==> src/cv3_pkg.sv <==
// Package for the 3x3 valid convolution with ReLU: shared constants,
// register indexes and the control struct handed to the window cells.
// No dependencies.
package cv3_pkg;

  localparam int KERNEL_DIM      = 3;
  localparam int WEIGHT_BITS     = 16;
  localparam int FRAC_BITS       = 8;
  localparam int OUT_BITS        = 15;
  localparam int OUT_MAX         = 32767;
  localparam int WIDTH_BITS      = 6;
  localparam int KROW_BITS       = KERNEL_DIM * WEIGHT_BITS;
  localparam int CFG_INDEX_BITS  = 2;
  localparam int CFG_DATA_BITS   = KROW_BITS;

  localparam int MAX_WIDTH_DEF   = 32;
  localparam int PIXEL_BITS_DEF  = 16;
  localparam int MIN_WIDTH       = 3;
  localparam logic [WIDTH_BITS-1:0] LINE_WIDTH_RESET = WIDTH_BITS'(28);

  // Configuration register indexes
  localparam logic [CFG_INDEX_BITS-1:0] REG_LINE_WIDTH    = 2'd0;
  localparam logic [CFG_INDEX_BITS-1:0] REG_KERNEL_TOP    = 2'd1;
  localparam logic [CFG_INDEX_BITS-1:0] REG_KERNEL_MIDDLE = 2'd2;
  localparam logic [CFG_INDEX_BITS-1:0] REG_KERNEL_BOTTOM = 2'd3;

  // Per-cycle enables for every cell of the window chain
  typedef struct packed {
    logic shift;      // take the column from the right-hand neighbour
    logic load_prod;  // register the three products
    logic load_sum;   // register the column sum
  } cell_ctl_t;

endpackage

==> src/cv3_cell.sv <==
// One window column cell: holds three pixels, multiplies them by its column
// of weights and sums the products. Depends on cv3_pkg.
module cv3_cell #(
  parameter int PIXEL_BITS = 16
) (
  input  logic                                                  clk,
  input  cv3_pkg::cell_ctl_t                                    ctl,
  input  logic [cv3_pkg::KERNEL_DIM-1:0][cv3_pkg::WEIGHT_BITS-1:0] weights,
  input  logic [cv3_pkg::KERNEL_DIM-1:0][PIXEL_BITS-1:0]        col_in,
  output logic [cv3_pkg::KERNEL_DIM-1:0][PIXEL_BITS-1:0]        col_out,
  output logic signed [PIXEL_BITS+cv3_pkg::WEIGHT_BITS+1:0]     col_sum
);
  import cv3_pkg::*;

  localparam int ProdW = PIXEL_BITS + WEIGHT_BITS;
  localparam int SumW  = ProdW + 2;

  logic [KERNEL_DIM-1:0][PIXEL_BITS-1:0] pix;
  logic signed [ProdW-1:0]               prod [KERNEL_DIM];

  assign col_out = pix;

  always_ff @(posedge clk) begin
    if (ctl.shift) begin
      pix <= col_in;
    end
    if (ctl.load_prod) begin
      for (int i = 0; i < KERNEL_DIM; i++) begin
        prod[i] <= ProdW'($signed(pix[i]) * $signed(weights[i]));
      end
    end
    if (ctl.load_sum) begin
      col_sum <= SumW'(prod[0]) + SumW'(prod[1]) + SumW'(prod[2]);
    end
  end

endmodule

==> config.mk <==
export PLATFORM = sky130hd
export DESIGN_NAME = cv3_cell
export DESIGN_NICKNAME = d
export VERILOG_FILES = /design/src/cv3_pkg.sv /design/src/cv3_cell.sv
export SDC_FILE = /design/constraint.sdc
export NUM_CORES = 2
export LEC_CHECK = 0
export BUFFER_PORTS_ARGS = -buffer_cell sky130_fd_sc_hd__buf_4
export CAP_MARGIN = 20
export CELL_PAD_IN_SITES_DETAIL_PLACEMENT = 0
export CELL_PAD_IN_SITES_GLOBAL_PLACEMENT = 1
export CORE_MARGIN = 2
export CORE_UTILIZATION = 56
export DETAILED_ROUTE_END_ITERATION = 8
export MAX_ROUTING_LAYER = met4
export PLACE_DENSITY = 0.95
export SLEW_MARGIN = 5
export SYNTH_ARGS = -nofsm -noshare
export SYNTH_HDL_FRONTEND = slang
export SYNTH_SLANG_ARGS = --single-unit
==> constraint.sdc <==
create_clock -name clk -period 20.8 [get_ports clk]
set_clock_uncertainty 0.15 [all_clocks]
set_input_delay 2.08 -clock clk [delete_from_list [all_inputs] [get_ports clk]]
set_output_delay 2.08 -clock clk [all_outputs]
set_load 0.1 [all_outputs]
==> impl_table.tex <==
\begin{tabular}{lr}
\hline
Metric & Value \\
\hline
\multicolumn{2}{l}{\textbf{Finish}} \\
\quad Antenna diode count & 0 \\
\quad Most common library cell in the layout ignoring fill and taps & sky130\_fd\_sc\_hd\_\_inv\_1 \\
\quad Area used by sequential logic in the layout & 5350 um\^{}2 \\
\quad Net total in the final layout & between 4000 and 5000 \\
\quad Synth-to-Final Area Change & 7.27\% \\
\quad Area occupied by multi-input gates & 27800 um\^{}2 \\
\quad Layout cells sized above 1 & 6.07\% \\
\quad Layout filler cell count & 5460 \\
\quad Most frequent cells in the layout & sky130\_fd\_sc\_hd\_\_inv\_1, sky130\_fd\_sc\_hd\_\_fa\_1, sky130\_fd\_sc\_hd\_\_nand2\_1 \\
\quad Fin cells & 4626 \\
\multicolumn{2}{l}{\textbf{Yosys}} \\
\quad Cell Area, Synth & 36800 um\^{}2 \\
\quad Primary FF master, synth & sky130\_fd\_sc\_hd\_\_edfxtp\_1 \\
\quad Yosys warning total & 0 \\
\quad Share of synthesized area occupied by flip-flops and latches & 14.5\% \\
\quad Mean instance size in the synthesized netlist & between 10 and 15 um\^{}2 \\
\quad Number of synthesized register bits & 178 \\
\quad Most area-hungry cell type in the Yosys netlist & sky130\_fd\_sc\_hd\_\_fa\_1 \\
\quad Largest cells by area after synthesis & sky130\_fd\_sc\_hd\_\_fa\_1, sky130\_fd\_sc\_hd\_\_edfxtp\_1, sky130\_fd\_sc\_hd\_\_ha\_1 \\
\quad Post-synth cell types & 66 \\
\quad Proportion of netlist area held by the largest area contributor & 44.5\% \\
\quad Syn Inst Count & 3653 \\
\quad Share of flip-flops with an asynchronous set or reset after synthesis & 0\% \\
\quad Post-synth EDFFs & 178 \\
\quad Post-synthesis net count & $\sim$4900 \\
\multicolumn{2}{l}{\textbf{Setup path}} \\
\quad Buffer and inverter count on the worst path & 5 \\
\quad Data required time of the critical path & 20.97 ns \\
\quad Most common cell on crit path & sky130\_fd\_sc\_hd\_\_fa\_1 \\
\quad CP peak stage delay & between 0.5 and 0.6 ns \\
\quad Kind of cell adding the most delay to the critical path & adder cells \\
\quad Cells along the critical path & buf\_4 > and2\_1 > fa\_1 > inv\_1 > fa\_1 > inv\_1 > fa\_1 > fa\_1 > fa\_1 > inv\_1 > fa\_1 > inv\_1 > ha\_1 > a21o\_1 > a21o\_1 > a2111oi\_4 > a21oi\_1 > a221oi\_2 > o21ai\_1 > or4\_1 > a2111o\_1 > o211ai\_2 \\
\quad Critical path class & input pin to flop \\
\quad Startpoint kind of the worst setup timing path & input pin \\
\quad Library cell contributing the largest single delay on the critical path & sky130\_fd\_sc\_hd\_\_fa\_1 \\
\quad Arr. time, crit path & 8.19 ns \\
\quad Worst-path fanout max & 16 \\
\quad Critical Path Sink Type & flop \\
\multicolumn{2}{l}{\textbf{Clock network}} \\
\quad Clock transition at the registers of the reported paths & 0.08 ns \\
\quad Number of levels the H-tree was split into & 4 \\
\quad Number of buffers inserted for hold repair after clock tree synthesis & 0 \\
\quad CTS sink count & 178 \\
\quad Buffer cell driving the clock tree root & sky130\_fd\_sc\_hd\_\_clkbuf\_16 \\
\quad Skew-Pair Late Insertion Delay & around 0.48 ns \\
\quad Number of buffers inserted by post-CTS setup repair & 0 \\
\quad Buffer levels on the longest clock path & 2 \\
\quad TritonCTS clock tree & done \\
\quad Total CTS buffers & 17 \\
\quad Gates resized, CTS repair & 0 \\
\multicolumn{2}{l}{\textbf{GRT}} \\
\quad Maximum number of pins on one net before global-route repair & between 80 and 90 \\
\quad Initial antenna violation count & 0 \\
\quad Vias in the first global route & $\sim$27000 \\
\quad Global-route wire length before repair & 139000 um \\
\quad Gr usage total & 27.0\% \\
\quad Sum of overflow across all layers after global routing & 0 \\
\multicolumn{2}{l}{\textbf{Timing}} \\
\quad Number of endpoints failing setup at the final stage & 0 \\
\quad Measured slew at the worst slew-check pin & 0.833 ns \\
\quad Setup tns final & 0 ns \\
\quad Shortest clock period the worst path allows after layout & 8.02 ns \\
\quad Worst setup margin & 12.78 ns \\
\quad Max Freq & 125 MHz \\
\quad Fin crit share & 38.6\% \\
\quad Number of max-slew violations in the final report & 0 \\
\quad Final hold violations & 0 \\
\quad Worst hold slack after final layout & approximately 0.61 ns \\
\quad Setup repair after global routing missed its margin & no \\
\quad Worst slew margin & 44.5\% \\
\multicolumn{2}{l}{\textbf{Floorplanning}} \\
\quad I/O pin total & 182 \\
\quad Core region area & 64700 um\^{}2 \\
\quad Row count & 93 \\
\quad Area of the die & 67800 um\^{}2 \\
\quad Chip width & between 200 and 300 um \\
\quad Die height & 260 um \\
\quad Starting utilization of the core area & 56.9\% \\
\multicolumn{2}{l}{\textbf{Place}} \\
\quad Port buffer count & roughly 180 \\
\quad Final weighted congestion of routability-driven global placement & 0.908 \\
\quad Post-detail-place hpwl & 67200 um \\
\quad Placed Cells incl. Taps & 4594 \\
\quad Pre-CTS setup slack & 12.32 ns \\
\multicolumn{2}{l}{\textbf{Detailed routing}} \\
\quad Via count & 24845 \\
\quad Number of search-and-repair iterations in the first detailed-routing pass & 5 \\
\quad Overall routed net length & between 80000 and 90000 um \\
\quad Residual DRC & 0 \\
\quad Post-DR vias/cell & 5.37 \\
\quad ANT nets after route & 0 \\
\quad Detailed router's first-iteration violation count & around 1800 \\
\quad Routed length per placed instance & $\sim$18 um \\
\multicolumn{2}{l}{\textbf{Worst hold path}} \\
\quad Hold WC Path Type & flop to flop \\
\multicolumn{2}{l}{\textbf{Flow run}} \\
\quad Max-cap violations & 0 \\
\multicolumn{2}{l}{\textbf{Outcome}} \\
\quad Result of the run & complete, no violations \\
\hline
\end{tabular}
cells in the mapped netlist (all sizes together), types with 5 or more instances:
master and instances:
nand2b 24, a31oi 10, o21a 10, o21ai 55, nand3 17, nor3 18, inv 889, a2111oi 5
nand2 409, xnor2 103, o21bai 16, a31o 7, nor2 84, nor2b 11, fa 819, clkbuf 96
and3 15, a211oi 11, a21o 45, and2 359, nand4 6, o211ai 10, a211o 5, ha 278
a21oi 91, edfxtp 178, xor2 26
sequential cells by signal (all words and copies together) (netlist names):
register and flops:
prod 96, col_out 48, col_sum 34
cell families after synthesis:
logic type,count (synthesis),synth area share (%)
buf+inv,986,10.1
flops,178,14.5
mux,2,0.0544
xor+xnor,129,3.07
simple gates,964,13.0
fa+ha+maj,1097,54.0
compound gates,297,5.33
worst register-to-register path, stage by stage, from the launching register on:
cell,delay [ns]
sky130_fd_sc_hd__edfxtp_1,0.83
sky130_fd_sc_hd__nand2_1,0.17
sky130_fd_sc_hd__fa_1,0.56
sky130_fd_sc_hd__inv_1,0.05
sky130_fd_sc_hd__fa_1,0.50
sky130_fd_sc_hd__fa_1,0.60
sky130_fd_sc_hd__fa_1,0.44
sky130_fd_sc_hd__fa_1,0.50
sky130_fd_sc_hd__inv_1,0.05
sky130_fd_sc_hd__fa_1,0.48
sky130_fd_sc_hd__inv_1,0.04
sky130_fd_sc_hd__ha_1,0.34
sky130_fd_sc_hd__a21o_1,0.21
sky130_fd_sc_hd__a21o_1,0.21
sky130_fd_sc_hd__a2111oi_4,0.34
sky130_fd_sc_hd__a21oi_1,0.11
sky130_fd_sc_hd__a221oi_2,0.31
sky130_fd_sc_hd__o21ai_1,0.13
sky130_fd_sc_hd__or4_1,0.44
sky130_fd_sc_hd__a2111o_1,0.40
sky130_fd_sc_hd__o211ai_2,0.08
worst paths after layout:
path                             startpoint          end  slack, ns  cells after the start
worst max-delay path            weights[42]  prod[0][94]      12.78                     22
worst min-delay path             prod[0][1]   col_sum[1]       0.61                      2
worst max register to register  col_out[40]  prod[0][94]      13.68                     20
worst min register to register   prod[0][1]   col_sum[1]       0.61                      2
layer usage:
layer / global-route usage [%] / share of wire (%) / vias to the layer above
li1: - / - / 11171
met1: 36.8 / 43 / 12704
met2: 42.9 / 48 / 853
met3: 4.35 / 6.8 / 117
met4: 6.63 / 2.4 / 0
met5: - / 0 / -
through the flow:
step | cell area [um^2] | utilization, %
finish | 39500 | 61.0
global route | 39500 | 61.0
CTS | 39500 | 61.0
detailed placement | 38900 | 60.1
global placement | 38900 | 60.1
floorplan | 36800 | -
cell type report:
type	count	area share, %
clock inverters	14	0.374
well taps	855	2.71
flip-flops and latches	178	13.5
repair buffers	183	3.53
inverters	890	8.46
multi-input cells	2489	70.3
clock buffers	17	1.08
Power is left out: the tool's default activity adds up to more than one toggle a clock period on the data nets, which glitch-free logic cannot reach.
