## config.mk

```make
export PLATFORM = sky130hd
export DESIGN_NAME = cv3_ram
export DESIGN_NICKNAME = d
export VERILOG_FILES = /design/src/cv3_ram.sv
export SDC_FILE = /design/constraint.sdc
export NUM_CORES = 1
export LEC_CHECK = 0
export ABC_CLOCK_PERIOD_IN_PS = 2100
export BUFFER_PORTS_ARGS = -buffer_cell sky130_fd_sc_hd__clkbuf_2
export CAP_MARGIN = 20
export CORE_UTILIZATION = 62
export DETAILED_ROUTE_END_ITERATION = 10
export PLACE_DENSITY_LB_ADDON = 0.05
export SYNTH_ARGS = -nofsm -noshare
export SYNTH_HDL_FRONTEND = slang
export SYNTH_SLANG_ARGS = --single-unit
```

## constraint.sdc

```tcl
create_clock -name clk -period 2.1 [get_ports clk]
set_input_delay 0.105 -clock clk [delete_from_list [all_inputs] [get_ports clk]]
set_output_delay 0.105 -clock clk [all_outputs]
set_load 0.005 [all_outputs]
```

## src/cv3_ram.sv

```systemverilog
// Generic single-write, single-read RAM with registered read data.
// No dependencies.
module cv3_ram #(
  parameter int WIDTH = 16,
  parameter int DEPTH = 32
) (
  input  logic                     clk,
  input  logic                     wr_en,
  input  logic [$clog2(DEPTH)-1:0] wr_addr,
  input  logic [WIDTH-1:0]         wr_data,
  input  logic                     rd_en,
  input  logic [$clog2(DEPTH)-1:0] rd_addr,
  output logic [WIDTH-1:0]         rd_data
);

  logic [WIDTH-1:0] mem [DEPTH];

  always_ff @(posedge clk) begin
    if (wr_en) begin
      mem[wr_addr] <= wr_data;
    end
    if (rd_en) begin
      rd_data <= mem[rd_addr];
    end
  end

endmodule

```

==> results.py, run 1 <==
metrics = {
    "placed_design": {
        "place_inst": 1639,
        "dpl_cell_area_um2": 21700,
        "dpl.hpwl_mm": 27.0,
        "numPortBuffers": 44,
        "routabilityCongestion": 0.837,
        "dp_slack_ns": 0.102,
    },
    "cts": {
        "cts_buffer_depth": 3,
        "clk_pin_slew_ns": 0.06,
        "tritoncts": "done",
        "cts_hold_buf": 0,
        "post_cts_resized": 0,
        "numCtsBuffers": 51,
        "htree_levels": 2,
        "insertion_delay_ns": 0.57,
        "cts_setup_buffers": 0,
        "cts_root_buf": "clkbuf_16",
        "clock_sinks": 528,
    },
    "floorplan": {
        "die_w_um": 185,
        "die_h_um": 185,
        "rows": 66,
        "pin_count": 45,
        "start_util_pct": 63.3,
        "fp.coreArea_um2": 32700,
        "dieArea_um2": 34100,
    },
    "synth": {
        "synth.cell_area_um2": 20700,
        "synthTopCellsByCount": "528 x edfxtp_1, 256 x mux2i_1, 64 x a22oi_1",
        "syn_avg_cell_area_um2": 18.1,
        "synthDominantCellAreaShare_pct": 76.6,
        "async_flop_share_pct": 0,
        "synth_ff_type": "edfxtp_1",
        "syn-num-nets": 1172,
        "synth_cells": 1143,
        "yosysSeqAreaShare_pct": 76.6,
        "synth_cell_types": 25,
        "yosysWarnings": 0,
        "synth-edff-count": 528,
        "synth.top_cells.by_area": "edfxtp_1 77%, mux2i_1 12%, a22oi_1 2.3%, a22o_1 1.4%, nand3_1 0.82%",
        "synth-seq-cells": 528,
        "yosysMostFrequentCell": "edfxtp_1",
        "yosysTopAreaCell": "edfxtp_1",
    },
    "global_routing": {
        "grt_overflow_total": 0,
        "grt_max_degree": 40,
        "grt_pass1_vias": 10500,
        "antenna_found_initial": 1,
        "grt_pass1_wl_mm": 66.9,
        "track_usage_pct": 28.0,
    },
    "timing": {
        "worst_slew_pin_slew_ns": 0.811,
        "fin_skew_ns": 0.0106,
        "min_period_ns": 1.78,
        "slew_violations": 0,
        "rsz0062_at_grt": "false",
        "setup_viol": 0,
        "relSlewSlack_pct": 46.0,
        "period_share_pct": 84.7,
        "tns_ns": 0,
        "fmax_ghz": 0.562,
        "fin_ws_ns": 0.320,
        "hold_viol": 0,
    },
    "critical_path": {
        "worstSetupPathType": "flop to flop",
        "critPathArrivalTime_ns": 2.07,
        "path_max_fanout": 1,
        "cp-start-kind": "flop",
        "cp-end-kind": "flop",
        "required_ns": 2.39,
    },
    "pwr": {
        "p_total_uw": 22200,
        "power.internal_uw": 17700,
        "power_density_nw_per_um2": 948,
        "seqPwrFrac_pct": 53.2,
        "combinationalPowerShare_pct": 5.4,
        "p_sw_share_pct": 20.2,
        "p_leak_uw": 0.00829,
        "ir_drop_v": 0.000870,
        "power_frac_clock_pct": 41.4,
        "switching_power_uw": 4480,
    },
    "final_layout": {
        "fin_cells": 1731,
        "area_growth_pct": 13.2,
        "nNetsFinal": 1279,
        "drive_gt1_share_pct": 15.0,
        "num_antenna_cells": 0,
        "design_area_um2": 23400,
    },
    "worst_hold_path": {
        "hold_path_class": "input pin to flop",
    },
    "drt": {
        "wl_per_cell_um": 26.6,
        "routed_via_density": 6.19,
        "dr.pass1.iters": 5,
        "num_vias": 10700,
        "drt_iter0_drc": 904,
        "route.detailed.drc": 0,
        "wl_mm": 46.1,
        "antenna_left": 0,
    },
    "outcome": {
        "status": "finished, final reports clean",
    },
    "job": {
        "max_cap_violations": 0,
    },
}
==> area by class of cell <==
class                           instances  area (µm²)
Timing Repair Buffer                  121        1020
Multi-Input combinational cell        548        4320
Clock inverter                         31         363
Clock buffer                           61        1310
Sequential cell                       528       15900
Tap cell                              442         553
Fill cell                            2091        9280
==> per-layer routing <==
layer	wire length, µm	global-route usage (%)	up-vias	part of all wire (%)
met3	3340	5.35	98	7.2
met2	22400	45.8	413	49
met1	18600	37.3	5404	40
li1	-	-	4794	-
met5	13	0	-	0.028
met4	1740	11.0	2	3.8
==> logic make-up after synthesis <==
group / Yosys count / synth area share [%]
mux: 256 / 12.4
buf+inv: 67 / 2.61
simple gates: 148 / 3.46
compound gates: 144 / 4.93
flops: 528 / 76.6
==> layout by cell type (no fill, tap or decap) <==
cell type | Yosys | routed
clkbuf_1 | 12 | 10
nand2_1 | 33 | 33
nand3_1 | 34 | 34
buf_12 | 5 | 17
edfxtp_1 | 528 | 528
nor3_1 | 16 | 16
a22oi_1 | 64 | 64
bufinv_16 | 0 | 9
buf_4 | 19 | 60
and2_2 | 0 | 1
clkbuf_2 | 0 | 43
clkinv_1 | 0 | 17
inv_6 | 0 | 1
or3b_2 | 3 | 3
nand4_1 | 16 | 16
nand3b_1 | 5 | 5
nor2_4 | 1 | 1
a31oi_1 | 16 | 16
nor2_1 | 33 | 33
buf_8 | 6 | 1
or3_1 | 1 | 1
a22o_1 | 32 | 32
nand2b_1 | 2 | 2
mux2i_1 | 256 | 256
clkbuf_16 | 0 | 51
nor2b_4 | 0 | 2
a21oi_1 | 32 | 32
or2_1 | 1 | 1
clkinv_2 | 0 | 4
==> power groups by stage <==
stage	combinational (µW)	sequential [µW]	clock, µW
floorplan	659	12000	0
global placement	1180	12000	0
detailed placement	1200	12000	0
CTS	1200	11800	9280
global route	1280	11800	9710
finish	1200	11800	9190
==> worst max-delay path, cell delays in order, from the launching register on <==
cell and delay (ns):
edfxtp_1 0.38, mux2i_1 0.36, a22oi_1 0.16, a31oi_1 0.47
nand3_1 0.13
==> state kept, by name (all words and copies together) (netlist names) <==
name     flops
rd_data     16
mem        512
==> per-stage QoR <==
stage / utilization, % / hold WS, ns
after floorplan: - / 0.204
after detailed placement: 66.5 / 0.503
after global routing: 71.6 / 0.174
final: 71.6 / 0.166
after CTS: 71.6 / 0.152
after global placement: 66.5 / 0.504
==> worst paths after layout <==
path	from	end	slack [ns]	cells after the start
worst min register to register	mem[10][4]	rd_data[4]	0.70	4
worst min-delay path	wr_addr[2]	mem[22][15]	0.17	3
worst max-delay path	mem[19][9]	rd_data[9]	0.32	4
worst max register to register	mem[19][9]	rd_data[9]	0.32	4
Power figures use the tool's default switching activity.
==> run 2, diff against run 1 <==
--- a/config.mk
+++ b/config.mk
@@ -5,10 +5,10 @@
 export SDC_FILE = /design/constraint.sdc
 export NUM_CORES = 1
 export LEC_CHECK = 0
-export ABC_CLOCK_PERIOD_IN_PS = 2100
+export ABC_CLOCK_PERIOD_IN_PS = 1550
 export BUFFER_PORTS_ARGS = -buffer_cell sky130_fd_sc_hd__clkbuf_2
 export CAP_MARGIN = 20
-export CORE_UTILIZATION = 62
+export CORE_UTILIZATION = 56
 export DETAILED_ROUTE_END_ITERATION = 10
 export PLACE_DENSITY_LB_ADDON = 0.05
 export SYNTH_ARGS = -nofsm -noshare
==> constraint.sdc (replaced) <==
create_clock -name clk -period 1.55 [get_ports clk]
set_input_delay 0.0775 -clock clk [delete_from_list [all_inputs] [get_ports clk]]
set_output_delay 0.0775 -clock clk [all_outputs]
set_load 0.005 [all_outputs]
==> results.py, run 2 (synthesis gave the netlist of run 1 again) <==
metrics = {
    "outcome": {
        "status": "finished, final reports clean",
    },
    "critical_path": {
        "r2r-end": "rd_data[5]",
        "reg2regPathDepth": 6,
        "reg2reg_from": "mem[5][5]",
        "cp-end-kind": "flop",
        "critPathArrivalTime_ns": 1.84,
        "worstSetupPathType": "flop to flop",
        "rrSetupSlack_ns": 0.02,
        "cp_num_cells": 6,
        "cp_top_family": "compound AO/OA/AOI/OAI gates",
        "required_ns": 1.86,
        "path_max_fanout": 1,
        "path_cells": "mux2i_1, a22o_1, nor3_1, buf_4, a31oi_4, nand3_2",
        "crit_path_max_incr_delay_ns": 0.35,
        "crit_path_top_delay_cell": "edfxtp_1",
        "cp-start-kind": "flop",
        "path_buf_inv": 1,
    },
    "drt": {
        "drt_iter0_drc": 846,
        "wl_mm": 48.0,
        "routed_via_density": 5.95,
        "route.detailed.drc": 0,
        "num_vias": 10900,
        "antenna_left": 0,
        "dr.pass1.iters": 5,
        "wl_per_cell_um": 26.1,
    },
    "final_layout": {
        "most-common-layout-cells": "528 x edfxtp_1, 256 x mux2i_1, 110 x buf_4",
        "largest-register": "mem",
        "nNetsFinal": 1360,
        "area_growth_pct": 18.5,
        "largest_register_ff_count": 512,
        "num_antenna_cells": 0,
        "reg.largest.list": "mem (512), rd_data (16)",
        "fillers": 2502,
        "drive_gt1_share_pct": 22.6,
        "mostFrequentLayoutCell": "edfxtp_1",
    },
    "global_routing": {
        "grt_pass1_vias": 10800,
        "track_usage_pct": 26.2,
        "antenna_found_initial": 0,
        "grt_overflow_total": 0,
        "grt_max_degree": 36,
        "grt_pass1_wl_mm": 70.6,
    },
    "placed_design": {
        "routabilityCongestion": 0.828,
        "numPortBuffers": 44,
        "dp_slack_ns": -0.389,
        "dpl.hpwl_mm": 31.3,
    },
    "cts": {
        "cts_setup_buffers": 0,
        "insertion_delay_ns": 0.58,
        "clk_pin_slew_ns": 0.06,
        "tritoncts": "done",
        "cts_buffer_depth": 3,
        "htree_levels": 2,
        "clock_sinks": 528,
        "cts_hold_buf": 0,
        "cts_root_buf": "clkbuf_16",
        "numCtsBuffers": 51,
    },
    "pwr": {
        "switching_power_uw": 6190,
        "power_frac_clock_pct": 39.5,
        "p_sw_share_pct": 20.9,
        "p_leak_uw": 0.00880,
        "seqPwrFrac_pct": 54.1,
        "ir_drop_v": 0.000907,
        "combinationalPowerShare_pct": 6.5,
        "p_total_uw": 29600,
        "power_density_nw_per_um2": 1210,
        "power.internal_uw": 23400,
    },
    "job": {
        "max_cap_violations": 0,
    },
    "timing": {
        "relSlewSlack_pct": 52.3,
        "fin_skew_ns": 0.0136,
        "hold_viol": 0,
        "fin_ws_ns": 0.0196,
        "slew_violations": 0,
        "rsz0062_at_grt": "true",
        "min_period_ns": 1.53,
        "fmax_ghz": 0.653,
        "period_share_pct": 98.7,
        "setup_viol": 0,
        "worst_slew_pin_slew_ns": 0.715,
    },
    "floorplan": {
        "die_w_um": 194,
        "rows": 70,
        "die_h_um": 194,
        "fp.coreArea_um2": 36500,
        "start_util_pct": 56.7,
        "pin_count": 45,
        "dieArea_um2": 37700,
    },
    "worst_hold_path": {
        "whs_endpoint": "mem[1][6]",
        "hold-path-cell-count": 2,
        "hold_path_class": "input pin to flop",
        "min_from": "wr_data[6]",
    },
}
[run 2: changes by cell type in the layout (fill, tap and decap cells not counted), moves of 5 or more]
cell,before,now
a31oi_1,16,7
a31oi_4,0,6
buf_12,17,48
buf_4,60,110
bufinv_16,9,3
clkinv_1,17,10
clkinv_2,4,12
nand3_1,34,29
nand3_2,0,5
nor2_1,33,20
nor2_2,0,11
nor3_1,16,11
nor3_2,0,5
[run 2: power groups by stage]
stage | Clock [µW] | Sequential (µW) | Combinational, µW
after floorplan | 0 | 16300 | 898
after global placement | 0 | 16300 | 1870
after detailed placement | 0 | 16300 | 1890
after CTS | 11900 | 16000 | 1920
after global routing | 12400 | 16000 | 2040
final | 11700 | 16000 | 1910
[run 2: metrics by stage]
| stage | instances | hold slack [ns] | util [%] | instance area (µm²) | setup TNS, ns |
|---|---|---|---|---|---|
| 3_3_place_gp | 1753 | 0.485 | 62.6 | 22900 | -3.88 |
| 6_report | 1835 | 0.0232 | 67.2 | 24500 | 0 |
| 4_1_cts | 1837 | 0.00316 | 67.1 | 24500 | 0 |
| 5_1_grt | 1835 | 0.0189 | 67.2 | 24500 | -0.159 |
| 3_5_place_dp | 1753 | 0.484 | 62.6 | 22900 | -4.37 |
| 2_1_floorplan | 1143 | 0.176 | - | 20700 | -31.84 |
[run 2: cell type report]
cell class	count	area [µm²]	share of cell area, %
clock buffer	64	1370	5.57
sequential	528	15900	64.6
timing repair buffer	202	2020	8.22
clock inverter	25	188	0.765
tap	468	586	2.39
multi-input combinational	548	4520	18.4
[run 2: worst register-to-register path: stages, from the launching register on]
cell,delay [ns]
edfxtp_1,0.35
mux2i_1,0.17
a22o_1,0.23
nor3_1,0.07
buf_4,0.15
a31oi_4,0.22
nand3_2,0.09
[run 2: how the worst max path moves through the flow]
stage,start,end,slack [ns]
2_1_floorplan,wr_addr[3],mem[18][0],-0.16
3_3_place_gp,rd_addr[2],rd_data[15],-0.38
3_5_place_dp,rd_addr[2],rd_data[15],-0.39
5_1_grt,mem[5][9],rd_data[9],-0.06
4_1_cts,mem[5][9],rd_data[9],0.002
6_report,mem[5][5],rd_data[5],0.02
[run 2: layer usage]
layer | vias to the layer above | global-route usage, % | part of all wire [%]
met2 | 355 | 41.0 | 47
met5 | - | 0 | 0
met1 | 5502 | 37.0 | 43
li1 | 4966 | - | -
met4 | 0 | 10.6 | 3.5
met3 | 90 | 4.21 | 5.9
[run 2: timing repair]
action	4_1_cts	5_1_grt
endpoints found under the setup margin	11	9
resized for setup	16	9
pin swaps	7	10
cloned	0	0
